$ cat src/sv/sbl_pkg.sv
// Shared types and codes for the sorted byte list.
// Used by sorted_byte_list; depends on nothing.
`default_nettype none

package sbl_pkg;

    // Command codes
    localparam logic CMD_INSERT = 1'b0;
    localparam logic CMD_DELETE = 1'b1;

    // Result status codes
    typedef enum logic [2:0] {
        ST_INSERTED  = 3'd0,
        ST_DELETED   = 3'd1,
        ST_NOT_FOUND = 3'd2,
        ST_EMPTY     = 3'd3,
        ST_FULL      = 3'd4
    } status_t;

    localparam int COUNT_OUT_W = 5;

endpackage

`default_nettype wire

$ cat src/sv/sorted_byte_list.sv
// Sorted byte list: ascending list of signed bytes held in one synchronous memory.
// Depends on sbl_pkg (status and command codes).
`default_nettype none

// The list holds up to CAPACITY signed bytes in ascending order, duplicates allowed.
// A transaction starts when start is high and busy is low; its single result
// (status and entry_count) appears for exactly one cycle with done high, and the
// receiver cannot stall it. Busy is low again in the cycle that carries done, so
// the next command may be issued there. Entries sit in a memory with one read and
// one write port and a registered read, and each scanning command walks it one
// entry per cycle. An insert into a full list, an insert into an empty list and a
// delete from an empty list finish at once, with done in the cycle after acceptance.
// Any other insert scans from the tail, moving each entry greater than the value up
// by one, and writes the value after the first entry that is not greater, or at the
// head when all are greater. A delete scans from the head for the first equal entry
// and shifts the later entries down over it; it walks every entry whether or not
// the value is found. No clearing pass is needed after reset.
module sorted_byte_list #(
    parameter int CAPACITY = 16
) (
    input  wire logic              clk,
    input  wire logic              rst_n,
    input  wire logic              start,
    output logic                   busy,
    input  wire logic              command,
    input  wire logic signed [7:0] value,
    output logic                   done,
    output logic [2:0]             status,
    output logic [sbl_pkg::COUNT_OUT_W-1:0] entry_count
);

    localparam int AW = (CAPACITY > 1) ? $clog2(CAPACITY) : 1;
    localparam int CW = $clog2(CAPACITY + 1);

    typedef enum logic [2:0] {
        S_IDLE,
        S_INS_SCAN,
        S_INS_HEAD,
        S_DEL_FIND,
        S_DEL_SHIFT
    } state_t;

    state_t                 state_reg, state_next;
    logic [CW-1:0]          fill_reg, fill_next;
    logic                   done_reg, done_next;
    sbl_pkg::status_t       status_reg, status_next;
    logic [AW-1:0]          idx_reg, idx_next;
    logic signed [7:0]      value_reg, value_next;
    logic signed [7:0]      rdata_reg;

    logic signed [7:0]      mem [CAPACITY];
    logic                   wr_en;
    logic [AW-1:0]          wr_addr;
    logic signed [7:0]      wr_data;
    logic                   at_last;

    // Current index is the last held entry
    assign at_last = ((CW'(idx_reg) + CW'(1)) == fill_reg);

    // Sequence the scan and the read-modify-write of the entry memory
    always_comb
    begin
        state_next  = state_reg;
        fill_next   = fill_reg;
        done_next   = 1'b0;
        status_next = status_reg;
        idx_next    = idx_reg;
        value_next  = value_reg;
        wr_en       = 1'b0;
        wr_addr     = idx_reg;
        wr_data     = rdata_reg;
        unique case (state_reg)
            S_IDLE:
            begin
                if (start)
                begin
                    value_next = value;
                    if (command == sbl_pkg::CMD_INSERT)
                    begin
                        if (fill_reg == CW'(CAPACITY))
                        begin
                            done_next   = 1'b1;
                            status_next = sbl_pkg::ST_FULL;
                        end
                        else if (fill_reg == '0)
                        begin
                            wr_en       = 1'b1;
                            wr_addr     = '0;
                            wr_data     = value;
                            fill_next   = fill_reg + CW'(1);
                            done_next   = 1'b1;
                            status_next = sbl_pkg::ST_INSERTED;
                        end
                        else
                        begin
                            idx_next   = AW'(fill_reg - CW'(1));
                            state_next = S_INS_SCAN;
                        end
                    end
                    else
                    begin
                        if (fill_reg == '0)
                        begin
                            done_next   = 1'b1;
                            status_next = sbl_pkg::ST_EMPTY;
                        end
                        else
                        begin
                            idx_next   = '0;
                            state_next = S_DEL_FIND;
                        end
                    end
                end
            end
            S_INS_SCAN:
            begin
                // Shift larger entries up by one; drop the value after the first not larger
                wr_en   = 1'b1;
                wr_addr = idx_reg + AW'(1);
                if (rdata_reg > value_reg)
                begin
                    wr_data = rdata_reg;
                    if (idx_reg == '0)
                        state_next = S_INS_HEAD;
                    else
                        idx_next = idx_reg - AW'(1);
                end
                else
                begin
                    wr_data     = value_reg;
                    fill_next   = fill_reg + CW'(1);
                    done_next   = 1'b1;
                    status_next = sbl_pkg::ST_INSERTED;
                    state_next  = S_IDLE;
                end
            end
            S_INS_HEAD:
            begin
                wr_en       = 1'b1;
                wr_addr     = '0;
                wr_data     = value_reg;
                fill_next   = fill_reg + CW'(1);
                done_next   = 1'b1;
                status_next = sbl_pkg::ST_INSERTED;
                state_next  = S_IDLE;
            end
            S_DEL_FIND:
            begin
                if (rdata_reg == value_reg)
                begin
                    if (at_last)
                    begin
                        fill_next   = fill_reg - CW'(1);
                        done_next   = 1'b1;
                        status_next = sbl_pkg::ST_DELETED;
                        state_next  = S_IDLE;
                    end
                    else
                    begin
                        idx_next   = idx_reg + AW'(1);
                        state_next = S_DEL_SHIFT;
                    end
                end
                else if (at_last)
                begin
                    done_next   = 1'b1;
                    status_next = sbl_pkg::ST_NOT_FOUND;
                    state_next  = S_IDLE;
                end
                else
                begin
                    idx_next = idx_reg + AW'(1);
                end
            end
            S_DEL_SHIFT:
            begin
                // Move each later entry down over the removed one
                wr_en   = 1'b1;
                wr_addr = idx_reg - AW'(1);
                wr_data = rdata_reg;
                if (at_last)
                begin
                    fill_next   = fill_reg - CW'(1);
                    done_next   = 1'b1;
                    status_next = sbl_pkg::ST_DELETED;
                    state_next  = S_IDLE;
                end
                else
                begin
                    idx_next = idx_reg + AW'(1);
                end
            end
            default:
            begin
                state_next = S_IDLE;
            end
        endcase
    end

    // Hold state, count and result
    always_ff @(posedge clk or negedge rst_n)
    begin
        if (!rst_n)
        begin
            state_reg  <= S_IDLE;
            fill_reg   <= '0;
            done_reg   <= 1'b0;
            status_reg <= sbl_pkg::ST_INSERTED;
        end
        else
        begin
            state_reg  <= state_next;
            fill_reg   <= fill_next;
            done_reg   <= done_next;
            status_reg <= status_next;
        end
    end

    // Hold scan index and command value
    always_ff @(posedge clk)
    begin
        idx_reg   <= idx_next;
        value_reg <= value_next;
    end

    // Entry memory: one write, one registered read at the next scan index
    always_ff @(posedge clk)
    begin
        if (wr_en)
            mem[wr_addr] <= wr_data;
        rdata_reg <= mem[idx_next];
    end

    assign busy        = (state_reg != S_IDLE);
    assign done        = done_reg;
    assign status      = status_reg;
    assign entry_count = sbl_pkg::COUNT_OUT_W'(fill_reg);

`ifndef SYNTHESIS
    a_fill_bound: assert property (@(posedge clk) disable iff (!rst_n)
        fill_reg <= CW'(CAPACITY))
        else $error("entry count above capacity");

    a_full_status: assert property (@(posedge clk) disable iff (!rst_n)
        (done_reg && status_reg == sbl_pkg::ST_FULL) |-> fill_reg == CW'(CAPACITY))
        else $error("full drop reported on a list that is not full");

    a_empty_status: assert property (@(posedge clk) disable iff (!rst_n)
        (done_reg && status_reg == sbl_pkg::ST_EMPTY) |-> fill_reg == '0)
        else $error("list empty reported on a non-empty list");

    a_count_moves_with_result: assert property (@(posedge clk) disable iff (!rst_n)
        !$stable(fill_reg) |-> done_reg)
        else $error("entry count changed without a result");
`endif

endmodule

`default_nettype wire
$ cat config.mk
export PLATFORM = sky130hd
export DESIGN_NAME = sorted_byte_list
export DESIGN_NICKNAME = d
export VERILOG_FILES = /design/src/sv/sbl_pkg.sv /design/src/sv/sorted_byte_list.sv
export SDC_FILE = /design/constraint.sdc
export NUM_CORES = 1
export LEC_CHECK = 0
export BUFFER_PORTS_ARGS = -buffer_cell sky130_fd_sc_hd__buf_4
export CORE_ASPECT_RATIO = 1.4
export CORE_UTILIZATION = 36
export DETAILED_ROUTE_END_ITERATION = 10
export HOLD_SLACK_MARGIN = 0.08
export PLACE_DENSITY = 0.52
export SYNTH_ARGS = -nofsm -noshare
export SYNTH_HDL_FRONTEND = slang
export SYNTH_SLANG_ARGS = --single-unit
$ cat constraint.sdc
create_clock -name clk -period 3.8 [get_ports clk]
set_input_delay 0.57 -clock clk [delete_from_list [all_inputs] [get_ports clk]]
set_output_delay 0.57 -clock clk [all_outputs]
set_load 0.03 [all_outputs]
After elaboration in Yosys (flattened, before gate mapping)
Memories as Yosys holds them, arrays and structs flattened. A register that Yosys moved wholly into a read port is not among the register bits.
Cells that the tools add are included.
Widths: inputs -> output; s select.
{ "totals": {"ff_bits": 24, "ram_bits": 128, "output_inout_bits": 10, "wordCells": 105, "mem_count": 1} }
{ "memory_table": {"columns": ["memory", "depth", "width", "read_ports", "rd_ports_with_merged_regs", "wr", "line_no", "source"], "rows": [
  ["mem", 16, 8, 1, 1, 1, "sorted_byte_list.sv:51", "logic signed [7:0] mem [CAPACITY];"]
]} }
{ "op_classes": {"addsub": 5, "n_lt_le_gt_ge": 1, "eq_ne": 19, "n_mux": 62, "reduce_logical": 11} }
{ "ops": {"columns": ["operator", "n"], "rows": [
  ["$mux 3", 19],
  ["$mux 4", 12],
  ["$mux 8", 5],
  ["$mux 5", 7],
  ["$pmux 5 s5", 1],
  ["$pmux 8 s3", 1],
  ["$pmux 4 s4", 1],
  ["$ne 3x3->1 const B", 5],
  ["$pmux 3 s5", 1],
  ["$ne 2x2->1 const B", 7],
  ["$pmux 3 s4", 1],
  ["$pmux 4 s3", 1],
  ["$mux 1", 11],
  ["$eq 8x8->1", 1],
  ["$gt 8x8->1", 1],
  ["$reduce_and 7->1", 1],
  ["$eq 3x2->1 const B", 2],
  ["$reduce_and 6->1", 1],
  ["$add 4x1->5 const B", 1],
  ["$add 5x1->5 const B", 1],
  ["$eq 5x5->1", 1],
  ["$eq 5x5->1 const B", 1],
  ["$logic_not 5->1", 1],
  ["$reduce_bool 5->1", 1],
  ["14 further kinds", 14]
]} }

Depth between registers and ports, before layout
Gate-level depths: netlist (run 1).
{ "logic_depth": {"depth_word": 8, "mapped_depth": 16} }

Least setup slack after synthesis (run 1)
OpenSTA, ideal clock, no wires.
{ "synth_timing": {"path_type": "reg-to-reg", "from": "reg idx_reg[1]", "to": "reg rdata_reg[6] (read register of mem)", "arrival_time_ps": 3198, "slack_ps": 480, "stages_incl_launch_ff": 14, "period_less_slack_ps": 3320, "cell_sequence": "dfxtp_1 clkbuf_1 inv_1 ha_1 xor2_1 a211o_1 a211oi_4 o211ai_1 a32oi_2 buf_6 mux2_4 nor4_2 nor4b_1 a221o_1"} }
{ "synth_via": {"elab_chain_len": 5, "elab_cells_between_ends": 14, "classes_between": "add/sub: 3; eq/ne: 1; mux: 9; reduce/logical: 1"} }
{ "synth_rtl": {"columns": ["element", "line_no", "source"], "rows": [
  ["start, declared", "sorted_byte_list.sv:47", "logic [AW-1:0] idx_reg, idx_next;"],
  ["start signal, assigned", "sorted_byte_list.sv:222", "idx_reg <= idx_next;"],
  ["branches (longest 4 deep; another with $add 4x1->5)", null, null],
  ["$pmux 4 s3 *", "sorted_byte_list.sv:72", "unique case (state_reg)"],
  ["end, declared", "sorted_byte_list.sv:49", "logic signed [7:0] rdata_reg;"]
]} }
Every way passes the cells marked *.
A chain may end at the register's enable or synchronous reset.

Worst setup path after layout (run 1)
{ "layout_timing": {"from": "reg value_reg[5]", "to": "reg rdata_reg[6] (read register of mem)"} }
{ "layout_via": {"elab_chain_len": 3} }
{ "layout_rtl": {"columns": ["element", "line_no", "source"], "rows": [
  ["start, declared", "sorted_byte_list.sv:48", "logic signed [7:0] value_reg, value_next;"],
  ["start signal, assigned", "sorted_byte_list.sv:223", "value_reg <= value_next;"],
  ["$gt 8x8->1", "sorted_byte_list.sv:120", "if (rdata_reg > value_reg)"],
  ["$mux 4", "sorted_byte_list.sv:120", null],
  ["$pmux 4 s3", "sorted_byte_list.sv:72", null]
]} }
Every way passes these cells.

==> results of run 1 <==
==> layer usage <==
metal | GRT usage (%) | up-vias | part of all wire [%]
met2 | 33.1 | 113 | 54
met5 | 0 | - | 0
li1 | - | 2350 | -
met3 | 2.99 | 30 | 2.6
met4 | 7.73 | 0 | 2.7
met1 | 21.4 | 2472 | 41
==> cell families after synthesis <==
logic type      after synthesis
compound gates              147
xor+xnor                     12
fa+ha+maj                    13
buf+inv                      62
flops                       160
mux                          68
simple gates                125
==> placed cells by master (no fill, tap or decap), types with 6 or more instances in the layout <==
| master | count |
|---|---|
| buf_4 | 63 |
| mux2_2 | 31 |
| xnor2_1 | 9 |
| nand4_1 | 13 |
| inv_1 | 28 |
| a21oi_1 | 18 |
| nor3_1 | 7 |
| edfxtp_1 | 136 |
| nor2_1 | 42 |
| and3_1 | 6 |
| mux2i_1 | 36 |
| nor2b_1 | 7 |
| clkbuf_16 | 17 |
| nand2_1 | 24 |
| dfrtp_1 | 12 |
| ha_1 | 13 |
| o211ai_1 | 35 |
| and2_1 | 7 |
| o21ai_0 | 46 |
| dfxtp_1 | 11 |
| a222oi_1 | 8 |
==> worst max-delay path: stages, from the launching register on <==
cell and delay [ps]:
edfxtp_1 390, inv_1 80, ha_1 240, a21o_1 170, a2111oi_1 470, nor2_1 200
o21ai_0 230, mux2_2 370, a21o_1 410, a2111oi_0 450, a2111oi_0 130, a221o_1 280
==> how the worst max path moves through the flow <==
stage	to	slack, ps	cells past startpoint
final	rdata_reg[6]	270	11
after global routing	rdata_reg[6]	6	11
after CTS	rdata_reg[6]	170	11
after detailed placement	rdata_reg[6]	180	11
after global placement	rdata_reg[6]	300	11
after floorplan	rdata_reg[6]	480	13
==> per-stage QoR <==
step                      area [um^2]  setup slack [ps]  cells
after floorplan                  7540               480    587
after global placement           8190               295    873
after detailed placement         8190               177    873
after CTS                        8790               171    906
after global routing             8790              6.00    906
final                            8790               268    906
==> synthesized netlist by cell type, drive strengths merged, types with 8 or more instances <==
cell,number
buf,17
o21ai,50
a222oi,8
clkbuf,17
nand4,13
dfxtp,12
nor2,42
mux2i,36
a21oi,18
nand2,24
edfxtp,136
inv,28
xnor2,9
mux2,32
ha,13
dfrtp,12
o211ai,35
==> final cells by class <==
| type | count | share of cell area (%) |
|---|---|---|
| Tap cell | 256 | 3.64 |
| Multi-Input combinational cell | 365 | 30.1 |
| Clock buffer | 17 | 4.84 |
| Sequential cell | 160 | 52.6 |
| Timing Repair Buffer | 65 | 5.72 |
| Clock inverter | 15 | 1.89 |
| Inverter | 28 | 1.20 |
==> repair_timing <==
item / in CTS / in global routing
resized for setup: 0 / 3
hold endpoints to repair: 12 / 0
hold buffers: 1 / 0
setup endpoints to repair: 0 / 5
==> run_results.csv, run 1 <==
group,metric,value,unit
synthesis,async_reset_ff_share,7.50,%
synthesis,yosys_most_used_dff,"edfxtp_1",
layout,final-seq-area,4630,um^2
timing,setup_viol,0,
synthesis,synth_xor_area_share,1.59,%
worst_setup_path,cp-startpoint,"value_reg[5]",
clock_tree,ctsHtreeMaxLevel,4,
synthesis,avgSynthCellArea,12.9,um^2
routing,vias_per_cell,5.48,
layout,drive_gt1_share,21.2,%
synthesis,synth_compound_area_share,13.2,%
synthesis,synth-seq-cells,160,
synthesis,syn_nets,612,
worst_setup_path,cp_max_fo,19,
clock_tree,clockRootBuffer,"clkbuf_16",
clock_tree,tritoncts,"yes",
floorplanning,fp-row-count,62,
hold_path,hold_start,"value[4]",
routing,totalWireLength,19.2,mm
layout,n_fill_cell,1890,
floorplanning,start_util,36.7,%
routing,drtPass1Iterations,6,
clock_tree,cts_setup_buffers,0,
timing,fin_crit_sh,92.9,%
floorplanning,core_area,20600,um^2
worst_setup_path,setup.worst_path.start_class,"register",
synthesis,synthCells,587,
worst_setup_path,reg2reg_slack,270,ps
synthesis,synth_simple_gate_area_share,8.33,%
hold_path,whs_path_depth,1,
worst_setup_path,crit_path_end_kind,"register",
run,cap_violations,0,
routing,drc,0,
layout,largest_register_ffs,128,
layout,area_growth_syn_to_layout,16.6,%
synthesis,yosysTopAreaCell,"edfxtp_1",
placement,gp_congestion,0.898,
synthesis,synthAdderAreaFrac,2.16,%
worst_setup_path,reg2reg_depth,11,
placement,dp_hpwl,13.8,mm
worst_setup_path,required,4120,ps
routing,detail_route.wl_per_cell,21.2,um
run_status,outcome,"completed",
grt,grt_pass1_vias,5035,
timing,relSlewSlack,57.2,%
hold_path,hold_path_class,"in -> reg",
clock_tree,cts_sinks,160,
timing,fin_tns_setup,0,ps
grt,grt_antenna_before_repair,0,
timing,rsz0062_at_grt,"false",
grt,grtUsageTotal,18.4,%
timing,fmax,283,MHz
synthesis,synth_top_family_by_area,"compound AO/OA/AOI/OAI gates",
synthesis,yosys.area.top_type_share,54.1,%
grt,grt_pass1_wl,29.8,mm
grt,overflow,0,
clock_tree,clockBufferDepth,2,
floorplanning,ios,22,
timing,final.min_clock_period,3530,ps
routing,drt_iter0_drc,341,
synthesis,syn_area,7540,um^2
worst_setup_path,r2r_start,"value_reg[5]",
synthesis,yosys-top-cells-area,"edfxtp_1 54%, mux2i_1 4.8%, mux2_2 4.6%, dfrtp_1 4.0%, o211ai_1 3.5%",
timing,skew,14.4,ps
timing,slew_viol_final,0,
placement,io_buffer_count,21,
floorplanning,die_w,124,um
synthesis,synth_warnings,0,
synthesis,synth_cell_types,61,
timing,timing.hold.ws,320,ps
floorplanning,dieArea,21500,um^2
worst_setup_path,r2r_end,"rdata_reg[6]",
timing,hold_viol_final,0,
layout,nNetsFinal,662,
clock_tree,insertion_delay,430,ps
hold_path,whs_endpoint,"value_reg[4]",
floorplanning,die_y,173,um
layout,n_antenna_cell,0,
synthesis,synth_edf_count,136,
routing,vias,4965,
timing,worstMarginPinSlew,638,ps
grt,grt_max_degree,38,
clock_tree,path_clk_slew,80,ps
layout,final_util,42.8,%
synthesis,seq_area_frac_synth,61.3,%
routing,drtAntennaViolNets,0,
synthesis,synth.mux.area_fraction,9.60,%
layout,multi_input_area,2650,um^2
clock_tree,numCtsBuffers,17,
worst_setup_path,worstPathArrival,3850,ps
worst_setup_path,worstSetupPathType,"reg -> reg",
Power of run 1 is not shown: default switching activity piles up to over one toggle a cycle in this logic, so the estimate is an artifact.
==> run 2: changes to the inputs <==
--- a/config.mk
+++ b/config.mk
@@ -7,10 +7,11 @@
 export LEC_CHECK = 0
 export BUFFER_PORTS_ARGS = -buffer_cell sky130_fd_sc_hd__buf_4
 export CORE_ASPECT_RATIO = 1.4
-export CORE_UTILIZATION = 36
+export CORE_UTILIZATION = 62
 export DETAILED_ROUTE_END_ITERATION = 10
 export HOLD_SLACK_MARGIN = 0.08
-export PLACE_DENSITY = 0.52
+export PLACE_DENSITY = 0.8
+export SKIP_LAST_GASP = 1
 export SYNTH_ARGS = -nofsm -noshare
 export SYNTH_HDL_FRONTEND = slang
 export SYNTH_SLANG_ARGS = --single-unit
==> run 2 against run 1 <==
Compared with the run above: clock skew shrank 2.5 ps; highest routed layer unchanged; routed wire length shrank 2.8%; global-route usage grew 13 points.
==> run_results.csv, run 2 (same netlist as run 1, synthesis figures left out) <==
group,metric,value,unit
routing,totalWireLength,18.7,mm
worst_setup_path,path_buf_inv,2,
worst_setup_path,required,4050,ps
layout,n_fill_cell,761,
grt,grtUsageTotal,31.8,%
worst_setup_path,critPathSlowestCell,"a2111oi_2",
timing,relSlewSlack,58.5,%
layout,n_antenna_cell,0,
routing,vias_per_cell,6.61,
layout,layout_common_cells,"136 x edfxtp_1, 58 x buf_4, 46 x o21ai_0, 42 x nor2_1",
clock_tree,cts_sinks,160,
timing,final.min_clock_period,3590,ps
worst_setup_path,cp_max_fo,31,
clock_tree,path_clk_slew,70,ps
floorplanning,dieArea,12600,um^2
grt,grt_antenna_before_repair,0,
timing,worstMarginPinSlew,618,ps
grt,grt_max_degree,40,
layout,drive_gt1_share,21.0,%
run_status,outcome,"completed",
timing,timing.hold.ws,328,ps
floorplanning,die_y,133,um
grt,grt_pass1_vias,5281,
layout,mostFrequentLayoutCell,"edfxtp_1",
routing,drtPass1Iterations,6,
clock_tree,numCtsBuffers,17,
hold_path,hold_path_class,"in -> reg",
timing,rsz0062_at_grt,"false",
floorplanning,die_w,95.2,um
grt,overflow,0,
routing,drtAntennaViolNets,0,
run,cap_violations,0,
worst_setup_path,setup.worst_path.start_class,"register",
timing,fin_crit_sh,94.4,%
floorplanning,fp-row-count,47,
timing,slew_viol_final,0,
timing,hold_viol_final,0,
floorplanning,core_area,11800,um^2
routing,vias,5254,
worst_setup_path,worstPathArrival,3840,ps
layout,area_growth_syn_to_layout,15.0,%
placement,dp_hpwl,12.7,mm
clock_tree,clockBufferDepth,2,
timing,skew,11.9,ps
layout,multi_input_area,2660,um^2
clock_tree,clockRootBuffer,"clkbuf_16",
worst_setup_path,worstSetupPathType,"reg -> reg",
clock_tree,insertion_delay,420,ps
floorplanning,ios,22,
placement,io_buffer_count,21,
routing,detail_route.wl_per_cell,23.5,um
routing,drt_iter0_drc,478,
routing,drc,0,
clock_tree,tritoncts,"yes",
layout,final_area,8670,um^2
layout,final-seq-area,4630,um^2
layout,nNetsFinal,661,
clock_tree,ctsHtreeMaxLevel,4,
worst_setup_path,cp_top_family,"compound AO/OA/AOI/OAI gates",
placement,gp_congestion,0.910,
timing,fmax,279,MHz
timing,fin_tns_setup,0,ps
floorplanning,start_util,63.8,%
worst_setup_path,crit_path_end_kind,"register",
worst_setup_path,crit_path_max_incr_delay,540,ps
timing,setup_viol,0,
placement,dpl_cell_area,8010,um^2
grt,grt_pass1_wl,28.6,mm
worst_setup_path,reg2reg_slack,210,ps
worst_setup_path,cp_cell_sequence,"inv_1 > ha_1 > a21o_1 > a2111oi_2 > nor2_1 > o21ai_0 > mux2_2 > a21oi_1 > nand2_1 > buf_6 > o211ai_1 > nand4_1",
layout,largest_register_ffs,128,
## run 2: changes by cell type in the layout (fill, tap and decap cells not counted), sizes merged
cell / before / now
inv: 36 / 35
clkinv: 7 / 5
bufinv: 0 / 2
clkbuf: 17 / 18
buf: 64 / 62
## run 2: through the flow
| stage | worst slack, ps | instances | utilization [%] |
|---|---|---|---|
| after floorplan | 480 | 587 | - |
| after global placement | 177 | 758 | 67.7 |
| after detailed placement | 68.1 | 758 | 67.7 |
| after CTS | 59.1 | 790 | 72.7 |
| after global routing | 4.74 | 795 | 73.4 |
| final | 212 | 795 | 73.4 |
## run 2: cell type report
cell class,count,area share (%)
Sequential cell,160,53.3
Timing Repair Buffer,64,6.05
Multi-Input combinational cell,365,30.6
Inverter,28,1.21
Clock buffer,17,4.91
Clock inverter,14,1.75
Tap cell,147,2.12
## run 2: per-layer routing
layer	global-route usage, %	vias to the layer above	wire [um]
li1	-	2346	-
met1	34.3	2552	6330
met2	52.5	258	9650
met3	7.18	98	1110
met4	24.7	0	1630
met5	0	-	0
## run 2: worst paths after layout
path	from	end	cells past startpoint
worst max register to register	value_reg[5]	rdata_reg[4]	12
worst min-delay path	value[2]	value_reg[2]	1
worst max-delay path	value_reg[5]	rdata_reg[4]	12
max in group asynchronous	rst_n	entry_count[0]	2
worst min register to register	status[1]	status[1]	2
min in group asynchronous	rst_n	state_reg[0]	2
## run 2: repair_timing
item	in CTS	in global routing
hold buffers	1	0
gates resized for setup	0	9
setup buffers	0	4
hold endpoints to repair	12	0
setup endpoints to repair	0	8
Power of run 2 is left out for the same reason.
==> run 3: changes to the inputs <==
--- a/config.mk
+++ b/config.mk
@@ -6,8 +6,10 @@
 export NUM_CORES = 1
 export LEC_CHECK = 0
 export BUFFER_PORTS_ARGS = -buffer_cell sky130_fd_sc_hd__buf_4
+export CELL_PAD_IN_SITES_DETAIL_PLACEMENT = 2
+export CELL_PAD_IN_SITES_GLOBAL_PLACEMENT = 2
 export CORE_ASPECT_RATIO = 1.4
-export CORE_UTILIZATION = 62
+export CORE_UTILIZATION = 44
 export DETAILED_ROUTE_END_ITERATION = 10
 export HOLD_SLACK_MARGIN = 0.08
 export PLACE_DENSITY = 0.8
==> run 3 against run 2 <==
Compared with the run above: fmax is 1.8% lower; register-to-register slack worse by 60 ps; global-route usage is 2.2 points lower; sequential cell count stayed put; final cell count is 8.3% higher; utilization is 20 points lower; non-clock buffer count is 9 higher; worst setup slack worse by 64 ps; die area is 40% higher; first-iteration DRC count is 20% lower; critical endpoint is now rdata_reg[5].
==> run_results.csv, run 3 (same netlist as run 1, synthesis figures left out) <==
group,metric,value,unit
run_status,outcome,"completed",
routing,vias_per_cell,6.15,
layout,multi_input_area,2670,um^2
grt,overflow,0,
layout,largest_register_ffs,128,
grt,met3_usage,4.89,%
placement,gp_congestion,0.843,
timing,timing.hold.ws,325,ps
routing,vias,5292,
hold_path,hold_start,"value[3]",
floorplanning,ios,22,
routing,drt_iter0_drc,381,
placement,io_buffer_count,21,
timing,skew,15.2,ps
worst_setup_path,cp_max_fo,31,
run,cap_violations,0,
grt,grt_max_degree,33,
worst_setup_path,cp-startpoint,"rdata_reg[5]",
floorplanning,die_y,157,um
routing,drtPass1Iterations,5,
grt,grt-busiest-layer,"met2",
floorplanning,fp-row-count,56,
worst_setup_path,setup.worst_path.start_class,"register",
worst_setup_path,worstSetupPathType,"reg -> reg",
timing,worstMarginPinSlew,793,ps
floorplanning,core_area,16700,um^2
timing,fin_crit_sh,96.1,%
clock_tree,ctsHtreeMaxLevel,4,
worst_setup_path,required,4080,ps
clock_tree,insertion_delay,440,ps
layout,layout_common_cells,"136 x edfxtp_1, 69 x buf_4, 46 x o21ai_0, 42 x nor2_1, 36 x mux2i_1",
grt,grtUsageMet2,54.7,%
timing,slew_viol_final,0,
grt,grtUsageTotal,29.6,%
clock_tree,cts_sinks,160,
worst_setup_path,crit_path_max_incr_delay,480,ps
layout,nNetsFinal,670,
routing,detail_route.wl_per_cell,28.6,um
timing,fmax,274,MHz
routing,drtAntennaViolNets,0,
timing,worst_slack,148,ps
layout,area_growth_syn_to_layout,17.6,%
clock_tree,clockRootBuffer,"clkbuf_16",
grt,grt_pass1_wl,37.1,mm
routing,totalWireLength,24.7,mm
floorplanning,die_w,113,um
timing,rsz0062_at_grt,"false",
clock_tree,clockBufferDepth,2,
layout,mostFrequentLayoutCell,"edfxtp_1",
layout,drive_gt1_share,22.2,%
worst_setup_path,critPathSlowestCell,"o211ai_1",
placement,dp_slack,-104,ps
floorplanning,dieArea,17700,um^2
clock_tree,numCtsBuffers,17,
worst_setup_path,r2r_start,"rdata_reg[5]",
worst_setup_path,cp_cell_sequence,"ha_1 > a21o_1 > a2111oi_1 > nor2_1 > o21ai_0 > mux2_2 > a21oi_2 > nand2_1 > buf_4 > o211ai_1 > nand4_1",
grt,gr-usage-met1,31.9,%
floorplanning,start_util,45.0,%
layout,n_fill_cell,1559,
routing,drc,0,
grt,grt_pass1_vias,5884,
worst_setup_path,crit_path_end_kind,"register",
clock_tree,path_clk_slew,70,ps
placement,dp_hpwl,16.5,mm
layout,final-seq-area,4620,um^2
timing,final.min_clock_period,3650,ps
layout,n_antenna_cell,0,
hold_path,hold_path_class,"in -> reg",
timing,setup_viol,0,
worst_setup_path,worstPathArrival,3930,ps
timing,hold_viol_final,0,
clock_tree,tritoncts,"yes",
grt,grt_antenna_before_repair,0,
timing,relSlewSlack,46.8,%
run 3: changes by cell type in the layout (fill, tap and decap cells not counted), moves of 2 or more:
cell / delta
buf_12: +2
buf_4: +11
buf_6: -3
bufinv_16: +2
clkinv_2: -3
clkinvlp_4: +2
inv_6: -2
run 3: final timing paths:
kind                                   to  slack, ps  depth (start not counted)
setup / recovery             rdata_reg[5]        150                         11
hold / removal               value_reg[3]        320                          1
setup reg to reg             rdata_reg[5]        150                         11
hold reg to reg                 status[2]        550                          2
max in group asynchronous    state_reg[0]       3100                          2
min in group asynchronous  entry_count[0]        520                          2
run 3: per-stage QoR:
stage / TNS, ps / instances / util, % / instance area, um^2
floorplan: 0 / 587 / - / 7540
global placement: 0 / 823 / 48.8 / 8170
detailed placement: -127 / 823 / 48.8 / 8170
CTS: 0 / 859 / 52.8 / 8840
global route: 0 / 861 / 53.0 / 8870
finish: 0 / 861 / 53.0 / 8870
run 3: timing repair:
action	CTS	global route
resized for setup	2	5
hold buffers	1	0
setup buffers	3	2
hold endpoints to repair	12	0
pin swaps	1	2
cloned	0	0
endpoints found under the setup margin	8	8
run 3: worst max-delay path: cells and delay by family, from the launching register on:
family          cells  cell delay, ps
compound gates      5            1590
fa+ha+maj           1             310
buf+inv             1             270
flops               1             470
mux                 1             400
simple gates        3             440
run 3: cell type report:
type / instances / area share, %
Inverter: 28 / 1.19
Clock inverter: 14 / 2.29
Timing Repair Buffer: 73 / 6.63
Multi-Input combinational cell: 365 / 30.1
Sequential cell: 160 / 52.1
Clock buffer: 18 / 4.84
Tap cell: 203 / 2.86
run 3: layer usage:
layer | routed length [um] | share of wire [%]
met1 | 9260 | 38
met2 | 13700 | 55
met3 | 554 | 2.2
met4 | 1180 | 4.8
met5 | 0 | 0
Power of run 3 is left out for the same reason.
